### src/hdl/swm_ram.sv
// ----------------------------------------------------------------------------
// swm_ram
// Generic single write port, single read port RAM with registered read.
// ----------------------------------------------------------------------------
module swm_ram #(
	parameter int WIDTH = 8,
	parameter int DEPTH = 16
) (
	input  logic                     clk,
	input  logic                     we,
	input  logic [$clog2(DEPTH)-1:0] waddr,
	input  logic [WIDTH-1:0]         wdata,
	input  logic [$clog2(DEPTH)-1:0] raddr,
	output logic [WIDTH-1:0]         rdata
);

	logic [WIDTH-1:0] mem [DEPTH];

	always_ff @(posedge clk) begin
		if (we) begin
			mem[waddr] <= wdata;
		end
		rdata <= mem[raddr];
	end

endmodule

### config.mk
export PLATFORM = sky130hd
export DESIGN_NAME = swm_ram
export DESIGN_NICKNAME = d
export VERILOG_FILES = /design/src/hdl/swm_ram.sv
export SDC_FILE = /design/constraint.sdc
export NUM_CORES = 1
export LEC_CHECK = 0
export BUFFER_PORTS_ARGS = -buffer_cell sky130_fd_sc_hd__buf_2
export CORE_UTILIZATION = 60
export DETAILED_ROUTE_END_ITERATION = 12
export GPL_ROUTABILITY_DRIVEN = 0
export PLACE_DENSITY = 0.85
export REMOVE_ABC_BUFFERS = 1
export SLEW_MARGIN = 40
export SYNTH_ARGS = -nofsm -noshare
export SYNTH_HDL_FRONTEND = slang
export SYNTH_SLANG_ARGS = --single-unit
export TNS_END_PERCENT = 10
### constraint.sdc
create_clock -name clk -period 2.1 [get_ports clk]
set_input_delay 0.315 -clock clk [delete_from_list [all_inputs] [get_ports clk]]
set_output_delay 0.315 -clock clk [all_outputs]
set_load 0.02 [all_outputs]
== Yosys cells after proc, flatten, opt, wreduce, memory -nomap -nowiden ==
Memory sizes are Yosys's and may differ from the RTL's. A register that Yosys moved wholly into a read port is not among the register bits.
Cells that the tools add are included.
W data, S select, Z words.

* Multiplexer cells: 2

{| class="wikitable"
|+ Operator list
! kind !! count
|-
| $mux W1 || 2
|}

* Register bits: 0
* Memory bits (writable): 128
* Bits of input ports: 18
* Output and inout bits: 8
* Logic and storage cells: 3
* Memories: 1

{| class="wikitable"
|+ Memories
! memory !! depth !! width !! rd ports !! clocked after memory_dff !! wr ports !! line !! text
|-
| mem || 16 || 8 || 1 || 1 || 1 || 17 || <nowiki>logic [WIDTH-1:0] mem [DEPTH];</nowiki>
|}

== Depth between registers and ports, before layout ==
* Word-level depth: 2
* Mapped depth: 5
* Depth with buffers taken out: 3

== Worst setup path before layout ==
OpenSTA, ideal clock, no wires.

* Path type: input -> register
* From: input port waddr[2]
* To: memory mem[0][0], enable pin
* Setup time: 0.383 ns
* Arrival time: 1.425 ns
* Required time: 1.717 ns
* Path slack: 0.292 ns
* Stages: 2
* Path buffers: 0
* Cells stage by stage: or3b_2 nor3_1

{| class="wikitable"
|+ RTL lines
! item !! line !! text
|-
| from (decl) || 11 || <nowiki>input logic [$clog2(DEPTH)-1:0] waddr,</nowiki>
|-
| to (decl) || 17 ||
|}

No word-level cell before the write port.

==> impl_metrics.yaml <==
timing:
  fin_crit_ns: 1.36
  final.setup.worst_slack_ns: 0.743
  clock_skew_ns: 0.00698
  finalHoldViolations: 0
  min_period_over_period_pct: 64.6
  slew_violations: 0
  setup-tns-final_ns: 0
  setup_viol: 0
  slew_headroom_pct: 51.7
  rsz0062_at_grt: "false"
  fmax_mhz: 737
  worst_slew_pin_slew_ns: 0.722
detailed_routing:
  first_pass_iters: 4
  antenna_left: 0
  routed_wl_um: 9220
  avgRoutedWirePerCell_um: 23.0
  drt-initial-drc-count: 177
  route.detailed.drc: 0
  drt-vias-per-instance: 6.22
  vias: 2488
clocking:
  htreeDepth: 4
  cts_root_buf: "clkbuf_8"
  clk_latency_ns: 0.51
  clk_pin_slew_worst_paths_ns: 0.06
  post-cts-setup-buffer-count: 0
  cts_buffers: 17
  tritoncts: "yes"
  cts_buffer_depth: 2
  ctsResizeCount: 0
  hold_buffers: 0
  clock-sinks: 136
min_path:
  hold-path-cell-count: 1
  hp-class: "input port to register"
  min_to: "mem[13][4]"
  worstHoldStart: "wdata[4]"
synth:
  yosys.area.top_type_share_pct: 74.7
  avgSynthCellArea_um2: 22.5
  synthFlopType: "edfxtp_1"
  yosys.area_share.xor_xnor_pct: 0
  synth_simple_gate_area_share_pct: 3.18
  yosysWarnings: 0
  ys_async_sr_fraction_pct: 0
  synth_compound_area_share_pct: 2.33
  yosysUniqueCellTypes: 19
  synth_seq_cells: 136
  synth_most_common_cell: "edfxtp_1"
  yosys-top-cells-area: "edfxtp_1 75%, mux4_2 7.9%, mux4_1 7.1%, dfxtp_1 3.1%, a22oi_1 2.3%"
  synth_top_family_by_area: "multiplexers"
  yosysSeqAreaShare_pct: 77.8
  yosys-top-cells-count: "128 x edfxtp_1, 18 x mux4_2, 16 x a22oi_1"
  syn_inst: 229
  syn_area_um2: 5150
  synthAdderAreaFrac_pct: 0
  synth_edf_count: 128
  synth_mux_area_share_pct: 15.0
  yosys.area.top_type: "edfxtp_1"
critical_path:
  crit-reg2reg-launch: "mem[2][0]"
  worst_r2r_endpoint: "rdata[0]"
  critPathLaunchType: "input port"
  arrival_ns: 1.75
  required_ns: 2.49
  worstPathMaxFanout: 8
  cp-end-kind: "register"
  rrSetupSlack_ns: 0.77
  critPathSlowestCell: "mux4_1"
  crit_chain: "buf_2, buf_4, mux4_1, a22oi_1, nand2_1"
  slowest_delay_ns: 0.61
  reg2reg_depth: 3
  critical_path_class: "input port to register"
  crit_path_start: "raddr[0]"
grt:
  gr-total-overflow: 0
  grt_pass1_wl_um: 13800
  antenna_found_initial: 0
  groute.usage.overall_pct: 22.9
  grt_pass1_vias: 2476
  grt_max_degree: 33
status:
  status: "finished clean"
floorplanning:
  ios: 26
  die_h_um: 94.6
  chipWidth_um: 94.6
  coreArea_um2: 8260
  start_util_pct: 62.3
  die_area_um2: 8950
  row_count: 33
pwr:
  vdd_ir_drop_max_mv: 0.570
  powerDensity_nw_per_um2: 1010
  p_leak_nw: 2.07
placed_design:
  io_buffers: 25
  dp_slack_ns: 0.210
  dp_cells: 368
  post-dp-hpwl_um: 5820
final_layout:
  num_antenna_cells: 0
  fin_nets: 300
  layout-drive-gt1-share_pct: 31.9
  fin_cells: 400
  synthToLayoutAreaGrowth_pct: 17.6
flow_run:
  cap_violations: 0
-- report_power, final --
part / switching, mW / total (mW) / internal (mW) / leakage (nW)
sequential: 0.0204 / 3.06 / 3.04 / 1.22
clock: 1.07 / 2.76 / 1.69 / 0.268
combinational: 0.171 / 0.293 / 0.122 / 0.580
total: 1.26 / 6.11 / 4.84 / 2.07
-- flip-flops by register name, summed over array words and instances (netlist names) --
name and count:
rdata 8, mem 128
-- worst max-delay path: cells and delay by family --
family                 cells  cell delay (ns)
multiplexers               1             0.61
buffers and inverters      2             0.54
AO/OA/AOI/OAI              1             0.21
AND/OR/NAND/NOR            1             0.06
-- cells by family (layout without fill, tap and decap cells) --
family          Yosys count  count (layout)
mux                      32              32
buf+inv                  10              76
compound gates           16              16
simple gates             35              35
flops                   136             136
-- how the worst max path moves through the flow --
stage / cells past startpoint / to
floorplan: 2 / mem[0][0]
global placement: 5 / rdata[0]
detailed placement: 5 / rdata[0]
CTS: 3 / rdata[0]
global route: 5 / rdata[4]
finish: 5 / rdata[4]
-- area by class of cell --
cell class,count,area (µm²)
sequential,136,4000
timing repair buffer,44,293
clock buffer,17,414
multi-input combinational,83,1060
tap,105,131
fill,480,2210
clock inverter,15,153
-- stage by stage --
stage	util, %	instance area, µm²	hold slack, ns	total power [mW]
after floorplan	-	5060	0.414	3.25
after global placement	66.4	5490	0.646	3.39
after detailed placement	66.4	5490	0.654	3.41
after CTS	73.3	6050	0.174	6.15
after global routing	73.3	6050	0.182	6.28
final	73.3	6050	0.193	6.11
-- layer usage --
| metal | track usage, % | wire, µm | up-vias | share of wire (%) |
|---|---|---|---|---|
| met5 | 0 | 0 | - | 0 |
| met4 | 7.07 | 50 | 0 | 0.54 |
| met3 | 6.60 | 689 | 6 | 7.5 |
| met2 | 37.0 | 4830 | 109 | 52 |
| met1 | 30.6 | 3640 | 1294 | 40 |
| li1 | - | - | 1079 | - |
-- placed cells by master, fill, tap and decap left out --
cell        Yosys  routed
clkinvlp_4      0       4
edfxtp_1      128     128
mux4_2         18      18
buf_12          0       2
nor2b_1         1       1
bufinv_16       0       2
inv_6           0       2
clkinv_4        0       3
nand3b_1        2       2
clkinv_2        0       3
nor3_1          4       4
clkbuf_16       0      16
and2_1          1       1
dfxtp_1         8       8
clkbuf_8        0       1
nand3_1         1       1
mux4_1         14      14
nand2_1         9       9
nand2b_1        2       2
buf_4           1      17
a22oi_1        16      16
and2b_1         1       1
or3b_2          1       1
clkinv_1        0       1
buf_2           3      25
nor2_1         13      13
Power figures use the tool's default switching activity.
