$ cat src/hdl/swm_pkg.sv
// ----------------------------------------------------------------------------
// swm_pkg
// Shared types and constants for the sliding window maximum block.
// ----------------------------------------------------------------------------
package swm_pkg;

	localparam int WINDOW_MAX_DEF  = 64;
	localparam int SAMPLE_BITS_DEF = 32;
	localparam int POS_BITS        = 32;
	localparam int OUT_BITS        = 32;
	localparam int CFG_BITS        = 7;

	localparam logic [CFG_BITS-1:0] WS_RESET = CFG_BITS'(3);

	typedef enum logic {
		ST_IDLE,
		ST_SCAN
	} state_t;

	// result handed from the sequencer to the output register
	typedef struct packed {
		logic fire;
		logic partial;
	} res_ctl_t;

endpackage

$ cat src/hdl/swm_ctrl.sv
// ----------------------------------------------------------------------------
// swm_ctrl
// Deque sequencer: drops stale front candidates, pops smaller back
// candidates, appends the new sample and forms the window maximum.
// ----------------------------------------------------------------------------
module swm_ctrl import swm_pkg::*; #(
	parameter int WINDOW_MAX  = WINDOW_MAX_DEF,
	parameter int SAMPLE_BITS = SAMPLE_BITS_DEF
) (
	input  logic                                    clk,
	input  logic                                    arst_n,
	input  logic                                    in_valid,
	output logic                                    in_stall,
	input  logic signed [SAMPLE_BITS-1:0]           sample,
	input  logic                                    last_item,
	input  logic [CFG_BITS-1:0]                     k,
	input  logic [SAMPLE_BITS+POS_BITS-1:0]         head_rdata,
	input  logic [SAMPLE_BITS+POS_BITS-1:0]         back_rdata,
	output logic [$clog2(WINDOW_MAX)-1:0]           head_raddr,
	output logic [$clog2(WINDOW_MAX)-1:0]           back_raddr,
	output logic                                    we,
	output logic [$clog2(WINDOW_MAX)-1:0]           waddr,
	output logic [SAMPLE_BITS+POS_BITS-1:0]         wdata,
	input  logic                                    slot_free,
	output res_ctl_t                                res_ctl,
	output logic [SAMPLE_BITS-1:0]                  res_value
);

	localparam int AW = $clog2(WINDOW_MAX);
	localparam int OW = $clog2(WINDOW_MAX + 1);
	localparam logic [AW-1:0] TOP_IDX = AW'(WINDOW_MAX - 1);

	function automatic logic [AW-1:0] ring_next(input logic [AW-1:0] p);
		return (p == TOP_IDX) ? '0 : p + AW'(1);
	endfunction

	function automatic logic [AW-1:0] ring_prev(input logic [AW-1:0] p);
		return (p == '0) ? TOP_IDX : p - AW'(1);
	endfunction

	state_t                        state_q, state_d;
	logic [AW-1:0]                 head_q, head_d;
	logic [AW-1:0]                 tail_q, tail_d;
	logic [OW-1:0]                 occ_q, occ_d;
	logic [POS_BITS-1:0]           sp_q, sp_d;
	logic                          filled_q, filled_d;
	logic signed [SAMPLE_BITS-1:0] s_q;
	logic                          last_q;

	logic signed [SAMPLE_BITS-1:0] back_val;
	logic [POS_BITS-1:0]           head_pos;
	logic                          drop;
	logic                          pop;
	logic                          filled_new;
	logic                          emit;

	assign back_val   = back_rdata[SAMPLE_BITS-1:0];
	assign head_pos   = head_rdata[SAMPLE_BITS +: POS_BITS];
	assign drop       = (occ_q != '0) && ((sp_q - head_pos) >= POS_BITS'(k));
	assign pop        = (occ_q != '0) && (back_val < s_q);
	assign filled_new = filled_q || (sp_q >= (POS_BITS'(k) - POS_BITS'(1)));
	assign emit       = filled_new || last_q;

	assign in_stall   = (state_q != ST_IDLE);
	assign head_raddr = head_d;
	assign back_raddr = ring_prev(tail_d);
	assign waddr      = tail_q;
	assign wdata      = {sp_q, s_q};
	assign res_value  = (occ_q == '0) ? s_q : head_rdata[SAMPLE_BITS-1:0];

	always_comb begin
		state_d          = state_q;
		head_d           = head_q;
		tail_d           = tail_q;
		occ_d            = occ_q;
		sp_d             = sp_q;
		filled_d         = filled_q;
		we               = 1'b0;
		res_ctl.fire     = 1'b0;
		res_ctl.partial  = !filled_new;
		case (state_q)
			ST_IDLE: begin
				if (in_valid) begin
					state_d = ST_SCAN;
				end
			end
			ST_SCAN: begin
				if (drop) begin
					head_d = ring_next(head_q);
					occ_d  = occ_q - OW'(1);
				end else if (pop) begin
					tail_d = ring_prev(tail_q);
					occ_d  = occ_q - OW'(1);
				end else if (!emit || slot_free) begin
					we           = 1'b1;
					res_ctl.fire = emit;
					state_d      = ST_IDLE;
					if (last_q) begin
						head_d   = '0;
						tail_d   = '0;
						occ_d    = '0;
						sp_d     = '0;
						filled_d = 1'b0;
					end else begin
						tail_d   = ring_next(tail_q);
						occ_d    = occ_q + OW'(1);
						sp_d     = sp_q + POS_BITS'(1);
						filled_d = filled_new;
					end
				end
			end
			default: begin
				state_d = ST_IDLE;
			end
		endcase
	end

	always_ff @(posedge clk or negedge arst_n) begin
		if (!arst_n) begin
			state_q  <= ST_IDLE;
			head_q   <= '0;
			tail_q   <= '0;
			occ_q    <= '0;
			sp_q     <= '0;
			filled_q <= 1'b0;
		end else begin
			state_q  <= state_d;
			head_q   <= head_d;
			tail_q   <= tail_d;
			occ_q    <= occ_d;
			sp_q     <= sp_d;
			filled_q <= filled_d;
		end
	end

	// captured transaction payload
	always_ff @(posedge clk) begin
		if (in_valid && !in_stall) begin
			s_q    <= sample;
			last_q <= last_item;
		end
	end

endmodule

$ cat config.mk
export PLATFORM = sky130hd
export DESIGN_NAME = swm_ctrl
export DESIGN_NICKNAME = d
export VERILOG_FILES = /design/src/hdl/swm_pkg.sv /design/src/hdl/swm_ctrl.sv
export SDC_FILE = /design/constraint.sdc
export NUM_CORES = 1
export LEC_CHECK = 0
export ABC_AREA = 1
export BUFFER_PORTS_ARGS = -buffer_cell sky130_fd_sc_hd__buf_2
export CAP_MARGIN = 20
export CORE_MARGIN = 4
export CORE_UTILIZATION = 35
export CTS_CLUSTER_SIZE = 14
export DETAILED_ROUTE_END_ITERATION = 6
export PLACE_DENSITY = 0.57
export RECOVER_POWER = 100
export SYNTH_ARGS = -nofsm -noshare
export SYNTH_HDL_FRONTEND = slang
export SYNTH_SLANG_ARGS = --single-unit
export TNS_END_PERCENT = 5
$ cat constraint.sdc
create_clock -name clk -period 6.71 [get_ports clk]
set_clock_uncertainty 0.15 [all_clocks]
set_input_delay 1.342 -clock clk [delete_from_list [all_inputs] [get_ports clk]]
set_output_delay 1.342 -clock clk [all_outputs]
set_load 0.02 [all_outputs]
After elaboration in Yosys (flattened, before gate mapping)
Cells that the tools add are included.

Register bits after elaboration: 86. Output and inout port bits: 118. Logic and storage cells: 75.

Add/subtract/negate cells: 9. Order comparisons: 3. Equality and inequality tests: 2. Multiplexer cells: 34. Bitwise logic cells: 3. Reduce and logical (&&, ||, !) cells: 16.

Operator list (number): $mux 6 (14); $mux 32 (2); $add 32x1->32 const B (1); $ge 32x32->1 (1); $ge 32x7->1 (1); $lt 32x32->1 (1); $sub 32x32->32 (1); $mux 7 (4); $mux 1 (13); $add 6x1->6 const B (2); $eq 6x6->1 const B (2); $logic_not 6->1 (2); $sub 6x1->6 const B (2); $sub 7x1->8 const B (1); $add 7x1->7 const B (1); $logic_not 7->1 (1); $reduce_bool 7->1 (1); $sub 7x1->7 const B (1); $reduce_and 4->1 (1); $logic_and 1x1->1 (3); $logic_not 1->1 (3); $logic_or 1x1->1 (3); $not 1->1 (3); $reduce_bool 3->1 (1); 2 further kinds (2).

Depth between registers and ports, before layout
Word-level depth: 12. Depth in mapped cells: 28. Mapped depth without buffers: 28.

Worst setup path before layout
No wires, ideal clock.

Path kind: in2out. Start point: input port k[0]. End point: output port back_raddr[2]. Arrival time: 4.788 ns. Data required time: 5.218 ns. Setup slack: 0.430 ns. Cell stages on the path: 24. Buffers on the path: 0. Cell sequence: inv_1 > nand3_1 > nor2_1 > nand3_1 > ha_1 > a21oi_1 > o21ai_0 > nand2_1 > nand2_1 > nand2_1 > nand2_1 > nor2_1 > nand3_1 > nand2_1 > nand2_1 > nand2_1 > nand2_1 > nand2_1 > inv_1 > nand3_1 > nand2_1 > ha_1 > or2_1 > nand3_1.

Word-level cells in the longest chain between the ends: 12. Elaborated cells between the ends (all ways): 15.

RTL lines: from (decl) (RTL line swm_ctrl.sv:16) `input logic [CFG_BITS-1:0] k,`; $sub 7x1->8 (RTL line swm_ctrl.sv:61) `assign filled_new = filled_q || (sp_q >= (POS_BITS'(k) - POS_BITS'(1)));`; $ge 32x32->1 (RTL line swm_ctrl.sv:61); $logic_or 1x1->1 (RTL line swm_ctrl.sv:61); $logic_or 1x1->1 (RTL line swm_ctrl.sv:62) `assign emit = filled_new || last_q;`; $logic_not 1->1 (RTL line swm_ctrl.sv:94) `end else if (!emit || slot_free) begin`; $logic_or 1x1->1 (RTL line swm_ctrl.sv:94); $mux 6 (RTL line swm_ctrl.sv:94); $mux 6 (RTL line swm_ctrl.sv:91) `end else if (pop) begin`; $mux 6 (*) (RTL line swm_ctrl.sv:88) `if (drop) begin`; $mux 6 (*) (RTL line swm_ctrl.sv:81) `case (state_q)`; $sub 6x1->6 / $logic_not 6->1 (equally long branches) (RTL line swm_ctrl.sv:38) `return (p == '0) ? TOP_IDX : p - AW'(1);`; $mux 6 (*) (RTL line swm_ctrl.sv:38); to (decl) (RTL line swm_ctrl.sv:20) `output logic [$clog2(WINDOW_MAX)-1:0] back_raddr,`.

Every way passes the cells marked *; elsewhere a longest branch is shown, timed or not.

Worst setup path in the final report
Start point: input port head_rdata[32]. End point: output port back_raddr[0].

Word-level cells in the longest chain between the ends: 7. Elaborated cells between the ends (all ways): 8.

RTL lines: from (decl) (RTL line swm_ctrl.sv:17) `input logic [SAMPLE_BITS+POS_BITS-1:0] head_rdata,`; $sub 32x32->32 (*) (RTL line swm_ctrl.sv:59) `assign drop = (occ_q != '0) && ((sp_q - head_pos) >= POS_BITS'(k));`; $ge 32x7->1 (*) (RTL line swm_ctrl.sv:59); $logic_and 1x1->1 (*) (RTL line swm_ctrl.sv:59); $mux 6 (*) (RTL line swm_ctrl.sv:88); $mux 6 (*) (RTL line swm_ctrl.sv:81); $sub 6x1->6 / $logic_not 6->1 (equally long branches) (RTL line swm_ctrl.sv:38); $mux 6 (*) (RTL line swm_ctrl.sv:38).

Marks and branches as above.

==> impl_results.md <==
- Status: finished with violations
- Failing checks: max-capacitance violations, max-slew violations
- Hold Path Class: flop to flop
- Sw Share: 28.0%
- WP data required: 5220 ps
- Max IR drop VDD: 0.123 mV
- Number of iterations in the first detailed-routing pass: 6
- Most frequent CP cell: nand2_1
- Clock sink count: 86
- RD Place Congestion: 0.902
- Part of the cycle the worst path needs: 94.7%
- Largest net degree at the start of global routing: 67
- Syn nets: 1832
- Worst-margin pin slew: 3060 ps
- Cell area power density: 112 nW/um2
- Detailed Route WL: 32100 um
- Vias: 10.4k
- CTS tree: done
- Clk pin slew, worst setup/hold paths: 60 ps
- Initial antenna violation count: 0
- Top post-synthesis cells by area: nand2_1, ha_1, dfrtp_1
- Initial core utilization: 35.4%
- Total grt overflow: 0
- EDFF count, synth: 33
- Reg power frac: 41.7%
- Core Box Area: 27800 um2
- Synth-to-layout area growth: 18.5%
- Crit end category: output port
- Post-Syn Area: 9840 um2
- Slew headroom: -104%
- Crit-path max FO: 9
- DR WL/cell: 14.7 um
- Total power: 1.31 mW
- Mapped Cells: 1548
- Rows: 61
- Post-synthesis sequential area ratio: 23.5%
- Crit. Startpoint: head_rdata[32]
- Yosys warning total: 0
- Die Ht: 176 um
- Worst-Skew Late Latency: 360 ps
- Setup CP Type: input port to output port
- Most common cell after layout, fill and taps aside: nand2_1
- Fmax: 157 MHz
- Total negative slack: 0 ps
- ANT cells: 0
- Placed wire-length estimate: 26600 um
- Die W: 176 um
- RSZ-0062 raised after global routing: no
- Setup Buffers After CTS: 0
- Die Footprint: 30900 um2
- Asr flop ratio synth: 61.6%
- CTS resizes: 0
- Syn avg cell area: 6.36 um2
- Setup Viol. Count Final: 0
- # DRC: 0
- I/O Pins: 290
- All-layer global routing usage: 20.0%
- Share of cells above drive strength 1: 12.1%
- Final #Nets: 2086
- Via density: 4.76
- CTS max path bufs: 2
- Final hold vios: 0
- Worst Path Arrival: 4860 ps
- Cts hold-fix bufs: 0
- Vias in the first global route: 9578
- Most frequent cells in the layout: nand2_1, inv_1, buf_2, nor2_1, clkbuf_1
- Slew Viols, Final: 140
- Internal Power: 0.942 mW
- Inserted Clock Buffers: 9
- Clk root buf: clkbuf_16
- First-pass GRT wire length: 50200 um
- Startpoint types: input port
- Worst slack, placed: 256 ps
- #FFs+latches synth: 86
- Clock power share: 39.2%
- Synth top area share: 18.8%
- P_sw: 0.367 mW
- Max-cap violations: 4
- Combinational Power Share: 19.1%
- Min cycle time layout: 6350 ps
- Post-synthesis cell type count: 52
- Slowest cell on crit path: fa_1
- Hold Path Origin: filled_q
- DR iter-0 viols: 799
- Post-route setup slack: 357 ps
- Dominant synthesized flop cell: dfrtp_1
- RR Startpoint: sp_q[0]
- Antenna viol nets, final: 0
- Port bufs: 257
- H-Tree Depth: 3
- Worst path max stage delay: 420 ps
- P_leak: 6.31 nW
- Synth area leader: nand2_1
## power by group through the flow
stage / Sequential [mW] / Clock, mW / Combinational (mW)
6_report: 0.547 / 0.513 / 0.250
5_1_grt: 0.546 / 0.547 / 0.288
4_1_cts: 0.546 / 0.529 / 0.254
3_5_place_dp: 0.557 / 0 / 0.253
3_3_place_gp: 0.557 / 0 / 0.250
2_1_floorplan: 0.557 / 0 / 0.154
## worst paths after layout
| path | end | slack [ps] | cells past startpoint |
|---|---|---|---|
| min in group asynchronous | sp_q[16] | 1950 | 2 |
| setup / recovery | back_raddr[0] | 360 | 28 |
| setup reg to reg | sp_q[2] | 1260 | 25 |
| hold reg to reg | filled_q | 350 | 2 |
| hold / removal | filled_q | 350 | 2 |
| max in group asynchronous | waddr[2] | 2740 | 2 |
## cell usage after synthesis (13+ instances only)
library cell  count
o21ai_0          74
nand2_1         493
o31ai_2          14
nand3_1          89
edfxtp_1         33
ha_1            111
nand4_1          32
nor2_1          118
xor2_1           28
a21oi_1          73
dfrtp_1          53
inv_1           287
clkbuf_1         13
nor3_1           27
## final cells by class
cell class,count,area [um2]
Clock buffer,13,287
Sequential cell,86,2320
Multi-Input combinational cell,1146,6270
Tap cell,378,473
Timing Repair Buffer,267,1210
Clock inverter,2,11.3
Fill cell,3133,16100
Inverter,292,1100
## critical path: cells and delay by family
kind | cells | cell delay (ps)
and+or+nand+nor | 19 | 1860
xor gates and xnor gates | 1 | 170
buffers and inverters | 5 | 590
adders and majority gates | 3 | 890
## state kept, by name (all words and copies together) (netlist names)
register	flops
filled_q	1
in_stall	1
waddr	6
last_q	1
head_q	6
sp_q	32
s_q	32
occ_q	7
## metrics by stage
step / hold slack, ps / utilization (%) / std cells / cell area [um2]
2_1_floorplan: 312 / - / 1548 / 9840
3_3_place_gp: 335 / 41.6 / 2169 / 11600
3_5_place_dp: 335 / 41.6 / 2169 / 11600
4_1_cts: 350 / 42.7 / 2184 / 11900
5_1_grt: 384 / 42.0 / 2184 / 11700
6_report: 346 / 42.0 / 2184 / 11700
## layer usage
metal	up-vias	GRT usage, %	routed length [um]
met5	-	0	0
met4	0	3.77	361
met3	28	3.29	1870
met2	308	32.0	14100
met1	4614	28.6	15800
li1	5450	-	-
## logic make-up after synthesis
group | share of synthesized area (%)
compound gates | 10.7
xor+xnor | 3.11
fa+ha+maj | 14.3
buf+inv | 12.5
flops | 23.5
simple gates | 35.9
Power figures use the tool's default switching activity.
